<file path="config.mk">
export PLATFORM = sky130hd
export DESIGN_NAME = byte_stuffed_frame_receiver_core
export DESIGN_NICKNAME = d
export VERILOG_FILES = /design/src/bsfr_pkg.sv /design/src/byte_stuffed_frame_receiver_core.sv
export SDC_FILE = /design/constraint.sdc
export NUM_CORES = 1
export LEC_CHECK = 0
export BUFFER_PORTS_ARGS = -buffer_cell sky130_fd_sc_hd__buf_2
export CORE_ASPECT_RATIO = 1.1
export CORE_MARGIN = 8
export CORE_UTILIZATION = 30
export DETAILED_ROUTE_END_ITERATION = 12
export PLACE_DENSITY = 0.48
export SLEW_MARGIN = 25
export SYNTH_ARGS = -nofsm -noshare
export SYNTH_HDL_FRONTEND = slang
export SYNTH_SLANG_ARGS = --single-unit
export TNS_END_PERCENT = 10
</file>
<file path="constraint.sdc">
create_clock -name clk -period 7.8 [get_ports clk]
set_clock_uncertainty 0.05 [all_clocks]
set_input_delay 0.78 -clock clk [delete_from_list [all_inputs] [get_ports clk]]
set_output_delay 0.78 -clock clk [all_outputs]
set_load 0.05 [all_outputs]
</file>
<file path="src/bsfr_pkg.sv">
`default_nettype none
// ----------------------------------------------------------------------------
// bsfr_pkg
// Shared types and constants for the byte-stuffed frame receiver.
// ----------------------------------------------------------------------------
package bsfr_pkg;

  typedef logic [1:0] kind_t;

  localparam kind_t KIND_PAYLOAD = 2'd0;
  localparam kind_t KIND_VERDICT = 2'd1;
  localparam kind_t KIND_ABANDON = 2'd2;

  localparam int CFG_IDX_W = 3;
  typedef logic [CFG_IDX_W-1:0] cfg_idx_t;

  localparam cfg_idx_t CFG_START_BYTE  = 3'd0;
  localparam cfg_idx_t CFG_END_BYTE    = 3'd1;
  localparam cfg_idx_t CFG_ESCAPE_BYTE = 3'd2;
  localparam cfg_idx_t CFG_ESCAPE_MASK = 3'd3;
  localparam cfg_idx_t CFG_STALE_LIMIT = 3'd4;

  localparam logic [7:0]  RST_START_BYTE  = 8'd126;
  localparam logic [7:0]  RST_END_BYTE    = 8'd127;
  localparam logic [7:0]  RST_ESCAPE_BYTE = 8'd125;
  localparam logic [7:0]  RST_ESCAPE_MASK = 8'd32;
  localparam logic [15:0] RST_STALE_LIMIT = 16'd1000;

  localparam logic [15:0] IDLE_SAT = 16'hffff;

  localparam logic CMD_BYTE = 1'b0;
  localparam logic CMD_TICK = 1'b1;

endpackage
`default_nettype wire

</file>
<file path="src/byte_stuffed_frame_receiver_core.sv">
`default_nettype none
// ----------------------------------------------------------------------------
// byte_stuffed_frame_receiver_core
// Byte-stuffed frame receiver with a trailing Fletcher-16 check.
// ----------------------------------------------------------------------------
// Takes one request (received byte or idle tick) per clock. Each request is
// decoded combinationally against the frame state and any result lands in a
// single output register, so throughput is one request per cycle unless
// stalled. The input stalls only while that output register holds a
// result that the receiver has not taken yet. Payload bytes leave through a
// two-byte delay so the last two bytes of a frame are held back as the
// little-endian check value (Fletcher-16 style, sums mod 256), compared at
// the end byte. A frame is abandoned after stale_limit idle ticks or when a
// byte arrives once MAX_FRAME_BYTES raw bytes have been seen. Configuration
// writes are always ready and should only be issued while the block is idle.
module byte_stuffed_frame_receiver_core #(
  parameter int MAX_FRAME_BYTES = 256
) (
  input  wire logic                       clk,
  input  wire logic                       rst_n,
  // request channel
  input  wire logic                       in_valid,
  output      logic                       in_stall,
  input  wire logic                       in_cmd,
  input  wire logic [7:0]                 in_rx_byte,
  // result channel
  output      logic                       out_valid,
  input  wire logic                       out_stall,
  output      bsfr_pkg::kind_t            out_kind,
  output      logic [7:0]                 out_data_byte,
  output      logic                       out_checksum_ok,
  output      logic [8:0]                 out_payload_length,
  // configuration
  input  wire logic                       cfg_valid,
  output      logic                       cfg_ready,
  input  wire bsfr_pkg::cfg_idx_t         cfg_index,
  input  wire logic [15:0]                cfg_wdata
);

  localparam int RAW_W = $clog2(MAX_FRAME_BYTES + 1);
  localparam int CW    = (RAW_W > 9) ? RAW_W : 9;
  localparam logic [CW-1:0] MAX_CNT = CW'(MAX_FRAME_BYTES);

  // configuration registers
  logic [7:0]  start_byte_r, end_byte_r, escape_byte_r, escape_mask_r;
  logic [15:0] stale_limit_r;

  // frame state
  logic          in_frame_r,   in_frame_nxt;
  logic          esc_pend_r,   esc_pend_nxt;
  logic [7:0]    held0_r,      held0_nxt;
  logic [7:0]    held1_r,      held1_nxt;
  logic [1:0]    held_cnt_r,   held_cnt_nxt;
  logic [7:0]    sum_lo_r,     sum_lo_nxt;
  logic [7:0]    sum_hi_r,     sum_hi_nxt;
  logic [CW-1:0] raw_cnt_r,    raw_cnt_nxt;
  logic [CW-1:0] pay_cnt_r,    pay_cnt_nxt;
  logic [15:0]   idle_r,       idle_nxt;

  // output register
  logic            out_valid_r,  out_valid_nxt;
  bsfr_pkg::kind_t out_kind_r,   out_kind_nxt;
  logic [7:0]      out_data_r,   out_data_nxt;
  logic            out_ok_r,     out_ok_nxt;
  logic [8:0]      out_len_r,    out_len_nxt;

  logic          accept;
  logic          emit;
  logic          push;
  logic [7:0]    value;
  logic [15:0]   idle_inc;
  logic [7:0]    sum_lo_add;

  assign in_stall  = out_valid_r & out_stall;
  assign accept    = in_valid & ~in_stall;
  assign cfg_ready = 1'b1;

  always_comb begin
    in_frame_nxt = in_frame_r;
    esc_pend_nxt = esc_pend_r;
    held0_nxt    = held0_r;
    held1_nxt    = held1_r;
    held_cnt_nxt = held_cnt_r;
    sum_lo_nxt   = sum_lo_r;
    sum_hi_nxt   = sum_hi_r;
    raw_cnt_nxt  = raw_cnt_r;
    pay_cnt_nxt  = pay_cnt_r;
    idle_nxt     = idle_r;
    emit         = 1'b0;
    push         = 1'b0;
    value        = in_rx_byte;
    out_kind_nxt = bsfr_pkg::KIND_PAYLOAD;
    out_data_nxt = 8'd0;
    out_ok_nxt   = 1'b0;
    out_len_nxt  = pay_cnt_r[8:0];
    idle_inc     = (idle_r != bsfr_pkg::IDLE_SAT) ? idle_r + 16'd1 : idle_r;
    sum_lo_add   = sum_lo_r + held0_r;

    if (!in_frame_r) begin
      // hunting: only the start byte matters
      if (in_cmd == bsfr_pkg::CMD_BYTE && in_rx_byte == start_byte_r) begin
        in_frame_nxt = 1'b1;
        esc_pend_nxt = 1'b0;
        held0_nxt    = 8'd0;
        held1_nxt    = 8'd0;
        held_cnt_nxt = 2'd0;
        sum_lo_nxt   = 8'd0;
        sum_hi_nxt   = 8'd0;
        raw_cnt_nxt  = CW'(1);
        pay_cnt_nxt  = '0;
        idle_nxt     = 16'd0;
      end
    end else if (in_cmd == bsfr_pkg::CMD_TICK) begin
      idle_nxt = idle_inc;
      if (idle_inc >= stale_limit_r) begin
        emit         = 1'b1;
        out_kind_nxt = bsfr_pkg::KIND_ABANDON;
        in_frame_nxt = 1'b0;
      end
    end else begin
      idle_nxt = 16'd0;
      if (raw_cnt_r >= MAX_CNT) begin
        emit         = 1'b1;
        out_kind_nxt = bsfr_pkg::KIND_ABANDON;
        in_frame_nxt = 1'b0;
      end else begin
        raw_cnt_nxt = raw_cnt_r + CW'(1);
        if (in_rx_byte == end_byte_r) begin
          // end byte wins over a pending escape
          emit         = 1'b1;
          out_kind_nxt = bsfr_pkg::KIND_VERDICT;
          out_ok_nxt   = (held_cnt_r == 2'd2) && (held0_r == sum_lo_r) &&
                         (held1_r == sum_hi_r);
          in_frame_nxt = 1'b0;
        end else if (esc_pend_r) begin
          value        = in_rx_byte ^ escape_mask_r;
          esc_pend_nxt = 1'b0;
          push         = 1'b1;
        end else if (in_rx_byte == escape_byte_r) begin
          esc_pend_nxt = 1'b1;
        end else begin
          push = 1'b1;
        end
      end
    end

    if (push) begin
      if (held_cnt_r < 2'd2) begin
        if (held_cnt_r[0]) held1_nxt = value;
        else               held0_nxt = value;
        held_cnt_nxt = held_cnt_r + 2'd1;
      end else begin
        // oldest byte leaves the delay line and feeds the sum
        held0_nxt    = held1_r;
        held1_nxt    = value;
        sum_lo_nxt   = sum_lo_add;
        sum_hi_nxt   = sum_hi_r + sum_lo_add;
        pay_cnt_nxt  = pay_cnt_r + CW'(1);
        emit         = 1'b1;
        out_kind_nxt = bsfr_pkg::KIND_PAYLOAD;
        out_data_nxt = held0_r;
        out_len_nxt  = pay_cnt_nxt[8:0];
      end
    end

    // frame closed: back to the cleared hunting state
    if (emit && out_kind_nxt != bsfr_pkg::KIND_PAYLOAD) begin
      esc_pend_nxt = 1'b0;
      held0_nxt    = 8'd0;
      held1_nxt    = 8'd0;
      held_cnt_nxt = 2'd0;
      sum_lo_nxt   = 8'd0;
      sum_hi_nxt   = 8'd0;
      raw_cnt_nxt  = '0;
      pay_cnt_nxt  = '0;
      idle_nxt     = 16'd0;
    end
  end

  always_comb begin
    if (accept && emit) begin
      out_valid_nxt = 1'b1;
    end else if (out_valid_r && !out_stall) begin
      out_valid_nxt = 1'b0;
    end else begin
      out_valid_nxt = out_valid_r;
    end
  end

  always_ff @(posedge clk) begin
    if (!rst_n) begin
      start_byte_r  <= bsfr_pkg::RST_START_BYTE;
      end_byte_r    <= bsfr_pkg::RST_END_BYTE;
      escape_byte_r <= bsfr_pkg::RST_ESCAPE_BYTE;
      escape_mask_r <= bsfr_pkg::RST_ESCAPE_MASK;
      stale_limit_r <= bsfr_pkg::RST_STALE_LIMIT;
    end else if (cfg_valid && cfg_ready) begin
      unique case (cfg_index)
        bsfr_pkg::CFG_START_BYTE:  start_byte_r  <= cfg_wdata[7:0];
        bsfr_pkg::CFG_END_BYTE:    end_byte_r    <= cfg_wdata[7:0];
        bsfr_pkg::CFG_ESCAPE_BYTE: escape_byte_r <= cfg_wdata[7:0];
        bsfr_pkg::CFG_ESCAPE_MASK: escape_mask_r <= cfg_wdata[7:0];
        bsfr_pkg::CFG_STALE_LIMIT: stale_limit_r <= cfg_wdata;
        default: ;
      endcase
    end
  end

  always_ff @(posedge clk) begin
    if (!rst_n) begin
      in_frame_r  <= 1'b0;
      esc_pend_r  <= 1'b0;
      held0_r     <= 8'd0;
      held1_r     <= 8'd0;
      held_cnt_r  <= 2'd0;
      sum_lo_r    <= 8'd0;
      sum_hi_r    <= 8'd0;
      raw_cnt_r   <= '0;
      pay_cnt_r   <= '0;
      idle_r      <= 16'd0;
      out_valid_r <= 1'b0;
    end else begin
      out_valid_r <= out_valid_nxt;
      if (accept) begin
        in_frame_r <= in_frame_nxt;
        esc_pend_r <= esc_pend_nxt;
        held0_r    <= held0_nxt;
        held1_r    <= held1_nxt;
        held_cnt_r <= held_cnt_nxt;
        sum_lo_r   <= sum_lo_nxt;
        sum_hi_r   <= sum_hi_nxt;
        raw_cnt_r  <= raw_cnt_nxt;
        pay_cnt_r  <= pay_cnt_nxt;
        idle_r     <= idle_nxt;
      end
    end
  end

  always_ff @(posedge clk) begin
    if (accept && emit) begin
      out_kind_r <= out_kind_nxt;
      out_data_r <= out_data_nxt;
      out_ok_r   <= out_ok_nxt;
      out_len_r  <= out_len_nxt;
    end
  end

  assign out_valid          = out_valid_r;
  assign out_kind           = out_kind_r;
  assign out_data_byte      = out_data_r;
  assign out_checksum_ok    = out_ok_r;
  assign out_payload_length = out_len_r;

endmodule
`default_nettype wire

</file>
# [Word level (Yosys, flattened, before mapping)]
# Cells that the tools add are included.
[classes] shifts=0 div=0 n_reduce_logical=21 addsub=6 eq_ne=14 n_mul=0 mux=85 bitwise=8 magnitude_cmp=3
[ops] op="$mux 8" n=27
[ops] op="$mux 9" n=12
[ops] op="$mux 16" n=5
[ops] op="$eq 8x8->1" n=5
[ops] op="$mux 1" n=30
[ops] op="$mux 2" n=11
[ops] op="$add 9x1->9 const B" n=2
[ops] op="$add 16x1->16 const B" n=1
[ops] op="$add 8x8->8" n=2
[ops] op="$ge 16x16->1" n=1
[ops] op="$ne 16x16->1 const B" n=1
[ops] op="$reduce_and 2->1" n=6
[ops] op="$ge 9x9->1 const B" n=1
[ops] op="$ne 3x2->1 const B" n=3
[ops] op="$xor 8x8->8" n=1
[ops] op="$eq 3x2->1 const B" n=2
[ops] op="$logic_and 1x1->1" n=6
[ops] op="$not 1->1" n=5
[ops] op="$reduce_and 5->1" n=1
[ops] op="$reduce_and 4->1" n=1
[ops] op="$reduce_bool 2->1" n=2
[ops] op="$reduce_or 4->1" n=1
[ops] op="$eq 3x1->1 const B" n=1
[ops] op="$eq 3x3->1 const B" n=1
[ops] op="other kinds (8)" n=9
[word_totals] regBits=139 wordCells=157 out_inout_bits=23 mem_count=0 mem_bits_rw=0 input_bits=33 rom_bits=0 latch_bits=0

# [Longest topological paths before layout]
# Gate-level depths: netlist (run 1).
[depth] ltp_word=12 ltp_mapped=17 ltp_nobuf=15

# [Worst setup path after synthesis (run 1)]
# No wires, ideal clock.
[synth_timing] kind="register -> register" from="register idle_r[1]" to="register out_ok_r, in the netlist out_checksum_ok, enable pin" period_less_slack_ns=4.313 path_slack_ns=3.487 stages_incl_launch_ff=15 t_arrival_ns=3.857 setup_ns=0.405 path_cell_list="dfxtp_1 ha_1 and3_1 nand3_1 nor3_1 nor2_1 nand4_1 xnor2_1 ha_1 and4_1 nand2_1 a2111oi_2 o311ai_1 buf_2 a21oi_1"
[synth_between] elab_chain_len=9 word_cells_on_any_way=10
[synth_lines] item="start: declaration" line_no="byte_stuffed_frame_receiver_core.sv:58" rtl="logic [15:0] idle_r, idle_nxt;"
[synth_lines] item="start signal: assignment" line_no="byte_stuffed_frame_receiver_core.sv:234" rtl="idle_r <= idle_nxt;"
[synth_lines] item="$add 16x1->16 / $ne 16x16->1 (equally long branches)" line_no="byte_stuffed_frame_receiver_core.sv:96" rtl="idle_inc = (idle_r != bsfr_pkg::IDLE_SAT) ? idle_r + 16'd1 : idle_r;"
[synth_lines] item="$mux 16 *" line_no="byte_stuffed_frame_receiver_core.sv:96"
[synth_lines] item="$ge 16x16->1 *" line_no="byte_stuffed_frame_receiver_core.sv:115" rtl="if (idle_inc >= stale_limit_r) begin"
[synth_lines] item="$mux 1 *" line_no="byte_stuffed_frame_receiver_core.sv:115"
[synth_lines] item="$mux 1 *" line_no="byte_stuffed_frame_receiver_core.sv:113" rtl="end else if (in_cmd == bsfr_pkg::CMD_TICK) begin"
[synth_lines] item="$mux 1 *" line_no="byte_stuffed_frame_receiver_core.sv:99" rtl="if (!in_frame_r) begin"
[synth_lines] item="$mux 1" line_no="byte_stuffed_frame_receiver_core.sv:148" rtl="if (held_cnt_r < 2'd2) begin"
[synth_lines] item="$mux 1 *" line_no="byte_stuffed_frame_receiver_core.sv:147" rtl="if (push) begin"
[synth_lines] item="$logic_and 1x1->1 *" line_no="byte_stuffed_frame_receiver_core.sv:240" rtl="if (accept && emit) begin"
[synth_lines] item="end signal: assignment" line_no="byte_stuffed_frame_receiver_core.sv:243" rtl="out_ok_r <= out_ok_nxt;"
[synth_lines] item="end: declaration" line_no="byte_stuffed_frame_receiver_core.sv:64" rtl="logic out_ok_r, out_ok_nxt;"
# Mark *: on every way between the ends. The rest lies on a longest branch, timed or not.
# A chain may end at the register's enable or synchronous reset.

# [Worst setup path after layout (run 1)]
[layout_timing] from="register idle_r[1]" to="register held1_r[1]"
[layout_between] elab_chain_len=11 word_cells_on_any_way=17
[layout_lines] item="$add 16x1->16 / $ne 16x16->1 (equally long branches)" line_no="byte_stuffed_frame_receiver_core.sv:96"
[layout_lines] item="$mux 16 *" line_no="byte_stuffed_frame_receiver_core.sv:96"
[layout_lines] item="$ge 16x16->1 *" line_no="byte_stuffed_frame_receiver_core.sv:115"
[layout_lines] item="$mux 2" line_no="byte_stuffed_frame_receiver_core.sv:115"
[layout_lines] item="$mux 2" line_no="byte_stuffed_frame_receiver_core.sv:113"
[layout_lines] item="$mux 2" line_no="byte_stuffed_frame_receiver_core.sv:99"
[layout_lines] item="$mux 2" line_no="byte_stuffed_frame_receiver_core.sv:148"
[layout_lines] item="$mux 2" line_no="byte_stuffed_frame_receiver_core.sv:147"
[layout_lines] item="$reduce_bool 2->1" line_no="byte_stuffed_frame_receiver_core.sv:167" rtl="if (emit && out_kind_nxt != bsfr_pkg::KIND_PAYLOAD) begin"
[layout_lines] item="$logic_and 1x1->1 *" line_no="byte_stuffed_frame_receiver_core.sv:167"
[layout_lines] item="$mux 8 *" line_no="byte_stuffed_frame_receiver_core.sv:167"
[layout_lines] item="end signal: assignment" line_no="byte_stuffed_frame_receiver_core.sv:228" rtl="held1_r <= held1_nxt;"
[layout_lines] item="end: declaration" line_no="byte_stuffed_frame_receiver_core.sv:52" rtl="logic [7:0] held1_r, held1_nxt;"
# Marked as above.

==> results of run 1 <==
==> metrics by stage <==
stage / instances / hold WS, ps / cell area (sq um) / setup slack [ps]
floorplan: 826 / 386 / 7270 / 3490
global placement: 1154 / 394 / 7810 / 3160
detailed placement: 1154 / 398 / 7830 / 3140
CTS: 1186 / 407 / 8400 / 3110
global route: 1187 / 426 / 8410 / 2790
finish: 1187 / 404 / 8410 / 3100
==> area by class of cell <==
| type | count | area, sq um | share of cell area |
|---|---|---|---|
| clock inverter | 14 | 146 | 0.0174 |
| multi-input combinational | 621 | 4040 | 0.480 |
| tap | 305 | 382 | 0.0454 |
| clock buffer | 18 | 429 | 0.0510 |
| sequential | 139 | 2980 | 0.354 |
| inverter | 29 | 109 | 0.0129 |
| timing repair buffer | 61 | 327 | 0.0388 |
==> registers in the layout, summed over array words and instances, names as in the netlist, 9 cells and up <==
signal              cells
idle_r                 16
out_payload_length      9
pay_cnt_r               9
stale_limit_r          16
raw_cnt_r               9
==> worst paths after layout <==
path,start,end,slack (ps),cells after the start
setup / recovery,idle_r[1]$_SDFFE_PN0P_,held1_r[1]$_SDFFE_PN0P_,3100,15
hold / removal,stale_limit_r[10]$_SDFFE_PN0P_,stale_limit_r[10]$_SDFFE_PN0P_,400,2
setup reg to reg,idle_r[1]$_SDFFE_PN0P_,held1_r[1]$_SDFFE_PN0P_,3100,15
hold reg to reg,stale_limit_r[10]$_SDFFE_PN0P_,stale_limit_r[10]$_SDFFE_PN0P_,400,2
==> cell families (layout without fill, tap and decap cells) <==
logic type,after synthesis,in the layout
AOI/OAI and AO/OA,172,172
xor gates and xnor gates,70,70
adders and majority gates,36,36
buffers and inverters,66,122
DFF,139,139
muxes,6,6
other,1,1
and+or+nand+nor,336,336
==> cells in the final DEF (no fill, tap or decap), types with 4 or more instances in the layout <==
cell / count
a21o_1: 5
a21oi_1: 40
a22o_1: 13
a22oi_1: 12
a2bb2oi_1: 4
a31oi_1: 10
a32o_1: 13
and2_1: 16
and3_1: 18
and4_1: 4
buf_2: 54
buf_4: 6
clkbuf_16: 17
clkinv_2: 4
dfxtp_1: 119
edfxtp_1: 20
ha_1: 34
inv_1: 29
nand2_1: 152
nand2b_1: 4
nand3_1: 50
nand4_1: 11
nor2_1: 44
nor2b_1: 6
nor3_1: 7
nor4_1: 5
o211ai_1: 9
o21a_1: 5
o21ai_0: 23
o31ai_1: 9
xnor2_1: 35
xor2_1: 35
==> power by group through the flow <==
stage          clock network (mW)  registers (mW)  logic (mW)
2_1_floorplan                   0           0.750      0.0447
3_3_place_gp                    0           0.751      0.0761
3_5_place_dp                    0           0.751      0.0765
4_1_cts                     0.814           0.735      0.0769
5_1_grt                     0.850           0.736      0.0836
6_report                    0.794           0.735      0.0756
==> worst min-delay path, cell delays in order, from the launching register on <==
cell and delay, ps:
dfxtp_1 310, nand2_1 50, a21oi_1 50
==> layer usage <==
metal / global-route usage / vias up / part of all wire
li1: - / 3029 / -
met1: 0.177 / 2764 / 0.48
met2: 0.222 / 121 / 0.47
met3: 0.0289 / 11 / 0.042
met4: 0.0349 / 0 / 0.0091
met5: 0 / - / 0
==> qor.yml, run 1 <==
status:
  status: "finished clean"
power:
  switching_share: 0.235
  p_int_mw: 1.23
  pwr-share-comb: 0.047
  vdd_drop_max_v: 0.000149
  p_leak_nw: 3.44
  power.share.sequential: 0.458
  p_per_area_nw_per_um2: 191
  design_power_total_mw: 1.60
  pwr-share-clk: 0.495
  switching_power_uw: 378
critical_path:
  critPathLaunchType: "flip-flop"
  path_cells: "ha_1 > and3_1 > nand3_1 > nor3_1 > nor2_1 > nand4_1 > xnor2_1 > ha_1 > a211o_1 > a21oi_1 > a21boi_0 > o311a_1 > nor3_4 > nand2_1 > o21ai_0"
  max_stage_delay_ps: 640
  critPathKind: "flip-flop to flip-flop"
  end_kind: "flip-flop"
  worstPathRequired_ps: 8090
  crit_arrival_ps: 4990
  critPathTopFamily: "simple AND/OR/NAND/NOR gates"
  cp_max_fo: 18
  crit_top_cell: "ha_1"
  crit_path_top_delay_cell: "nor3_4"
  path_buf_inv: 0
die:
  die_y_microns: 179
  dieArea_sq_um: 29500
  die_width_microns: 164
  num_rows: 59
  start_util: 0.306
  io_pins: 56
  coreArea_sq_um: 23800
clock_network:
  postCtsSetupBuffers: 0
  ctsRootBufferMaster: "clkbuf_16"
  cts_hold_buffers: 0
  clkTransAtPathRegs_ps: 60
  clk_latency_ps: 420
  tritoncts: "done"
  htree_levels: 4
  cts_resized: 0
  cts_sinks: 139
  cts_buffers: 17
  cts_buffer_depth: 2
routing:
  first_pass_iters: 5
  first_iter_violations: 353
  ant_nets: 0
  vias: 5925
  detail_route.wl_per_cell_microns: 16.2
  routed_via_density: 4.99
  drt_wl_total_mm: 19.2
  drc_errors: 0
timing:
  period_needed_ps: 4700
  fin_crit_sh: 0.603
  tightest_slew_ps: 905
  slew_headroom: 0.395
  setup_tns_ps: 0
  setup_viol: 0
  rsz0062_at_grt: "no"
  hold_viol: 0
  slew_viol_final: 0
  fmax_ghz: 0.213
global_route:
  grt_usage: 0.135
  grt-ovfl-total: 0
  grt_pass1_vias: 5743
  grt_pass1_wl_mm: 31.3
  antenna_found_initial: 0
  grt_max_degree: 48
finish:
  fin_util: 0.354
  nets: 938
  area_growth_syn_to_layout_pct: 15.7
  diodes: 0
  drive_gt1_frac: 0.128
  nFillCells: 2507
logic_synthesis:
  synth_nets: 895
  synth_compound_area_frac: 0.170
  ys_ff_latch: 139
  synth_top_family_by_area: "simple AND/OR/NAND/NOR gates"
  synth_adder_area_share: 0.0640
  synth_cells: 826
  synth_flop_cell: "dfxtp_1"
  yosysMostFrequentCell: "nand2_1"
  synthTopCellsByCount: "152 x nand2_1, 119 x dfxtp_1, 50 x nand3_1, 44 x nor2_1, 41 x a21oi_1"
  synth_simple_gate_area_frac: 0.225
  synth.area.top_cells: "dfxtp_1 33%, edfxtp_1 8.3%, nand2_1 7.8%"
  syn_avg_cell_area_sq_um: 8.80
  synth_seq_area_share: 0.410
  synth_cell_types: 72
  synth_area_sq_um: 7270
  async_reset_ff_frac: 0
  synth.largest_area_cell: "dfxtp_1"
  synth_warnings: 0
  synthMuxAreaShare: 0.00877
  synth_top_area_frac: 0.328
  synth-edff-count: 20
  synthXorXnorAreaFrac: 0.0843
flow_run:
  maxCapViolations: 0
placement:
  portBuffers: 54
  place.gp.congestion: 0.790
  dpl.hpwl_mm: 14.2
min_path:
  holdCritPathClass: "flip-flop to flip-flop"
Note: power is estimated with default switching activity, not from simulation.
==> inputs of run 2 (changes only) <==
clock period = 4.5 ns   (was 7.8 ns; I/O delays follow)
==> run 2 against run 1 <==
Clock power grew 91%; worst hold slack lost 190 ps; register-to-register slack lost 2700 ps; fmax grew 15%; first-iteration DRC count shrank 15%; sequential power grew 73%; global-route usage grew 0.16 points; critical path depth grew 1; via count grew 0.14%; non-clock buffer count grew 5; wire length grew 2.5%; critical path type unchanged; critical endpoint is now held1_r[0]$_SDFFE_PN0P_; largest power group unchanged; highest routed layer unchanged.
==> qor.yml, run 2 (same netlist as run 1, synthesis figures left out) <==
finish:
  diodes: 0  # unchanged
  nets: 943  # +0.53%
  final_cell_mix: "152 x nand2_1, 119 x dfxtp_1, 54 x buf_2"
  drive_gt1_frac: 0.134  # +0.00604
  nFillCells: 2470  # -1.5%
  area_growth_syn_to_layout_pct: 17.1
  reg_top3: "idle_r x16, stale_limit_r x16"
  final_common_cell: "nand2_1"
critical_path:
  critPathKind: "flip-flop to flip-flop"
  r2r-start: "idle_r[1]$_SDFFE_PN0P_"
  crit_cells: 16  # +1
  crit_arrival_ps: 4370  # -620 ps
  r2r_cells: 16  # +1
  path_buf_inv: 1  # +1
  crit_top_cell: "ha_1"
  path_cells: "ha_1 > and3_1 > nand3_1 > nor3_1 > nor2_1 > nand4_1 > xnor2_1 > ha_1 > a211o_1 > a21oi_1 > a21boi_0 > o311a_2 > nor3_4 > buf_4 > nand2_1 > o21ai_0"
  reg2reg_setup_slack_ps: 420  # -2680 ps
  end_kind: "flip-flop"
  r2r_end: "held1_r[0]$_SDFFE_PN0P_"
  critPathLaunch: "idle_r[1]$_SDFFE_PN0P_"
  critPathTopFamily: "compound AO/OA/AOI/OAI gates"
  crit_path_top_delay_cell: "o311a_2"
  worstPathRequired_ps: 4790  # -3300 ps
  critPathLaunchType: "flip-flop"
  max_stage_delay_ps: 510  # -130 ps
  cp_max_fo: 17  # -1
clock_network:
  htree_levels: 4  # unchanged
  cts_hold_buffers: 0  # unchanged
  cts_sinks: 139  # unchanged
  clkTransAtPathRegs_ps: 60  # about the same
  tritoncts: "done"
  clk_latency_ps: 420  # about the same
  postCtsSetupBuffers: 0  # unchanged
  ctsRootBufferMaster: "clkbuf_16"
  cts_buffers: 17  # unchanged
  cts_buffer_depth: 2  # unchanged
  cts_resized: 0  # unchanged
die:
  coreArea_sq_um: 23800  # unchanged
  dieArea_sq_um: 29500  # unchanged
  io_pins: 56  # unchanged
  start_util: 0.306  # unchanged
  die_y_microns: 179  # unchanged
  num_rows: 59  # unchanged
  die_width_microns: 164  # unchanged
routing:
  vias: 5933  # +0.14%
  drc_errors: 0  # unchanged
  detail_route.wl_per_cell_microns: 16.5  # +2.1%
  ant_nets: 0  # unchanged
  routed_via_density: 4.98  # -0.29%
  first_pass_iters: 5  # unchanged
  first_iter_violations: 299  # -15%
  drt_wl_total_mm: 19.7  # +2.5%
min_path:
  min_to: "stale_limit_r[8]$_SDFFE_PN1P_"
  min_path_cells: 3  # +1
  hold_path_startpoint: "cfg_wdata[8]"
  holdCritPathClass: "input pin to flip-flop"
timing:
  setup_ws_ps: 417  # -2680 ps
  setup_viol: 0  # unchanged
  setup_tns_ps: 0  # unchanged
  slew_viol_final: 0  # unchanged
  period_needed_ps: 4080  # -622 ps
  slew_headroom: 0.387  # -0.00864
  rsz0062_at_grt: "no"
  fin_crit_sh: 0.907  # +0.304
  fmax_ghz: 0.245  # +15%
  tightest_slew_ps: 918  # +12.9 ps
  hold_viol: 0  # unchanged
placement:
  place.gp.congestion: 0.819  # +3.7%
  dpl.hpwl_mm: 14.3  # +0.60%
  portBuffers: 54  # unchanged
  dp_slack_ps: 85.4  # -3060 ps
global_route:
  grt_pass1_vias: 5852  # +1.9%
  grt_usage: 0.137  # +0.00161
  antenna_found_initial: 0  # unchanged
  grt-ovfl-total: 0  # unchanged
  grt_pass1_wl_mm: 31.7  # +1.0%
  grt_max_degree: 47  # -2.1%
power:
  p_int_mw: 2.26  # +84%
  pwr-share-clk: 0.519  # +0.024
  design_power_total_mw: 2.93  # +82%
  p_leak_nw: 3.48  # +1.4%
  pwr-share-comb: 0.046  # about the same
  switching_power_uw: 667  # +77%
  p_per_area_nw_per_um2: 344  # +80%
  power.share.sequential: 0.436  # -0.022
  vdd_drop_max_v: 0.000248  # +67%
  switching_share: 0.228  # -0.00743
status:
  status: "finished clean"
flow_run:
  maxCapViolations: 0  # unchanged
-- run 2: cell types whose count changed in the layout (fill, tap and decap cells not counted), sizes merged --
cell      delta
inv          +1
bufinv       +2
clkinv       -5
clkinvlp     +1
buf          +5
clkbuf       +1
-- run 2: per-layer routing --
metal / global-route usage / vias up / wire [microns]
li1: - / 3036 / -
met1: 0.175 / 2783 / 9470
met2: 0.232 / 100 / 9350
met3: 0.0278 / 14 / 627
met4: 0.0319 / 0 / 216
met5: 0 / - / 0
-- run 2: layout make-up --
class                      count  area (sq um)  share of cell area
clock inverter                13           190              0.0223
sequential                   139          2980               0.350
timing repair buffer          66           373              0.0438
clock buffer                  19           443              0.0520
tap                          305           382              0.0448
inverter                      29           109              0.0128
multi-input combinational    621          4030               0.474
-- run 2: power by group through the flow --
stage | clock, mW | combinational [mW] | sequential (mW)
floorplan | 0 | 0.0776 | 1.30
global placement | 0 | 0.134 | 1.30
detailed placement | 0 | 0.135 | 1.30
CTS | 1.55 | 0.135 | 1.27
global route | 1.60 | 0.148 | 1.28
finish | 1.52 | 0.133 | 1.27
-- run 2: worst reg2reg max path, stage by stage, from the launching register on --
cell and delay, ps:
dfxtp_1 380, ha_1 210, and3_1 220, nand3_1 150, nor3_1 280, nor2_1 140, nand4_1 170, xnor2_1 150
ha_1 260, a211o_1 300, a21oi_1 160, a21boi_0 190, o311a_2 510, nor3_4 180, buf_4 280, nand2_1 200
o21ai_0 200
-- run 2: worst max path at each step --
stage                                          endpoint  slack [ps]
after floorplan           out_checksum_ok$_SDFFCE_PP0P_         190
after global placement        pay_cnt_r[0]$_SDFFE_PN0P_         190
after detailed placement      pay_cnt_r[0]$_SDFFE_PN0P_          90
after CTS                     pay_cnt_r[0]$_SDFFE_PN0P_          60
after global routing            held1_r[6]$_SDFFE_PN0P_          40
final                           held1_r[0]$_SDFFE_PN0P_         420
-- run 2: through the flow --
stage               utilization  cells  hold WS (ps)  area, sq um
finish                    0.358   1192           213         8510
global route              0.358   1192           215         8510
CTS                       0.358   1192           193         8500
detailed placement        0.331   1160           397         7870
global placement          0.331   1160           395         7870
floorplan                     -    826           386         7270
==> inputs of run 3 (changes only) <==
CTS_BUF_LIST = sky130_fd_sc_hd__clkbuf_4 sky130_fd_sc_hd__clkbuf_8   (was default)
==> run 3 against run 2 <==
Register-to-register slack barely moved; critical path depth unchanged; non-clock buffer count unchanged; global-route usage barely moved; final cell count stayed put; highest routed layer unchanged; critical endpoint is now held1_r[2]$_SDFFE_PN0P_; largest power group is now registers.
==> qor.yml, run 3 (same netlist as run 1, synthesis figures left out) <==
timing:
  fin_crit_sh: 0.906  # -0.00108
  slew_viol_final: 0  # unchanged
  hold_viol: 0  # unchanged
  rsz0062_at_grt: "no"
  slew_headroom: 0.393  # +0.00673
  fmax_ghz: 0.245  # +0.12%
  tightest_slew_ps: 908  # -10.1 ps
  setup_viol: 0  # unchanged
  hold_ws_ps: 180  # -33.3 ps
  setup_ws_ps: 422  # +4.85 ps
  period_needed_ps: 4080  # -4.85 ps
  setup_tns_ps: 0  # unchanged
critical_path:
  critPathLaunchType: "flip-flop"
  cp_max_fo: 17  # unchanged
  crit_arrival_ps: 4400  # +30 ps
  critPathKind: "flip-flop to flip-flop"
  worstPathRequired_ps: 4820  # +30 ps
  end_kind: "flip-flop"
routing:
  drt_wl_total_mm: 19.6  # -0.17%
  wl_met3_microns: 703  # +12%
  vias: 5932  # -0.017%
  first_pass_iters: 5  # unchanged
  drc_errors: 0  # unchanged
  ant_nets: 0  # unchanged
  first_iter_violations: 305  # +2.0%
  wl_met2_mm: 9.32  # -0.22%
  wl_met1_mm: 9.43  # -0.41%
  routed.top_layer: "met4"
  detail_route.wl_per_cell_microns: 16.5  # -0.17%
  routed_via_density: 4.98  # about the same
placement:
  dpl.hpwl_mm: 14.3  # unchanged
  place.gp.congestion: 0.819  # unchanged
  placed_area_sq_um: 7870  # unchanged
  portBuffers: 54  # unchanged
  dp_slack_ps: 85.4  # unchanged
clock_network:
  cts_hold_buffers: 0  # unchanged
  cts_buffer_depth: 2  # unchanged
  clkTransAtPathRegs_ps: 80  # +20 ps
  cts_sinks: 139  # unchanged
  clk_latency_ps: 450  # +30 ps
  htree_levels: 4  # unchanged
  cts_buffers: 17  # unchanged
  ctsRootBufferMaster: "clkbuf_8"
  tritoncts: "done"
global_route:
  antenna_found_initial: 0  # unchanged
  grt-ovfl-total: 0  # unchanged
  grt_max_degree: 47  # unchanged
  grt_pass1_vias: 5810  # -0.72%
  grt_pass1_wl_mm: 31.6  # -0.17%
  grt_usage: 0.137  # about the same
power:
  p_per_area_nw_per_um2: 307  # -11%
  p_leak_nw: 3.40  # -2.4%
  design_power_total_mw: 2.56  # -13%
  vdd_drop_max_v: 0.000163  # -34%
die:
  io_pins: 56  # unchanged
  start_util: 0.306  # unchanged
  die_y_microns: 179  # unchanged
  dieArea_sq_um: 29500  # unchanged
  coreArea_sq_um: 23800  # unchanged
  die_width_microns: 164  # unchanged
  num_rows: 59  # unchanged
status:
  status: "finished clean"
finish:
  fin_area_sq_um: 8320  # -2.2%
  final_cell_mix: "152 x nand2_1, 119 x dfxtp_1, 54 x buf_2"
  nFillCells: 2492  # +0.89%
  drive_gt1_frac: 0.135  # +0.00113
  reg_top3: "idle_r x16, stale_limit_r x16"
  nets: 943  # unchanged
  area_growth_syn_to_layout_pct: 14.5
  final_common_cell: "nand2_1"
  diodes: 0  # unchanged
flow_run:
  maxCapViolations: 0  # unchanged
min_path:
  holdCritPathClass: "input pin to flip-flop"
## run 3: changes by cell type in the layout (fill, tap and decap cells not counted)
cell | previous run | this run
clkbuf_4 | 0 | 1
clkbuf_1 | 1 | 0
clkbuf_16 | 17 | 0
clkbuf_8 | 1 | 18
## run 3: worst max-delay path: stages, from the launching register on
cell and delay, ps:
dfxtp_1 370, ha_1 200, and3_1 220, nand3_1 150, nor3_1 280, nor2_1 140, nand4_1 170, xnor2_1 140
ha_1 260, a211o_1 300, a21oi_1 160, a21boi_0 190, o311a_2 500, nor3_4 180, buf_4 280, nand2_1 200
o21ai_0 210
## run 3: cell type report
type,count,area (sq um),share of cell area
flip-flops and latches,139,2980,0.358
multi-input cells,621,4030,0.484
well taps,305,382,0.0458
clock buffers,19,255,0.0307
clock inverters,13,190,0.0228
inverters,29,109,0.0131
repair buffers,66,373,0.0448
## run 3: stage by stage
step / std cells / util
4_1_cts: 1192 / 0.350
3_5_place_dp: 1160 / 0.331
2_1_floorplan: 826 / -
5_1_grt: 1192 / 0.350
6_report: 1192 / 0.350
3_3_place_gp: 1160 / 0.331
## run 3: what timing repair did
item | in CTS | in global routing
gates resized for setup | 0 | 1
setup buffers | 0 | 0
endpoints found under the hold margin | 0 | 0
setup endpoints to repair | 0 | 11
## run 3: final timing paths
kind                                   from                        endpoint  slack [ps]  cells past startpoint
max                  idle_r[1]$_SDFFE_PN0P_         held1_r[2]$_SDFFE_PN0P_         420                     16
min                            cfg_wdata[8]   stale_limit_r[8]$_SDFFE_PN1P_         180                      3
max reg2reg          idle_r[1]$_SDFFE_PN0P_         held1_r[2]$_SDFFE_PN0P_         420                     16
min reg2reg  stale_limit_r[10]$_SDFFE_PN0P_  stale_limit_r[10]$_SDFFE_PN0P_         410                      2
## run 3: power breakdown
| group | leakage, nW | switching (mW) | internal, mW |
|---|---|---|---|
| logic | 2.01 | 0.0904 | 0.0427 |
| registers | 1.18 | 0.00683 | 1.27 |
| clock network | 0.213 | 0.521 | 0.630 |
| total | 3.40 | 0.618 | 1.94 |
## run 3: routing by layer
| layer | vias to the layer above | track usage |
|---|---|---|
| met5 | - | 0 |
| met4 | 0 | 0.0319 |
| met3 | 8 | 0.0278 |
| met2 | 107 | 0.233 |
| met1 | 2787 | 0.175 |
| li1 | 3030 | - |
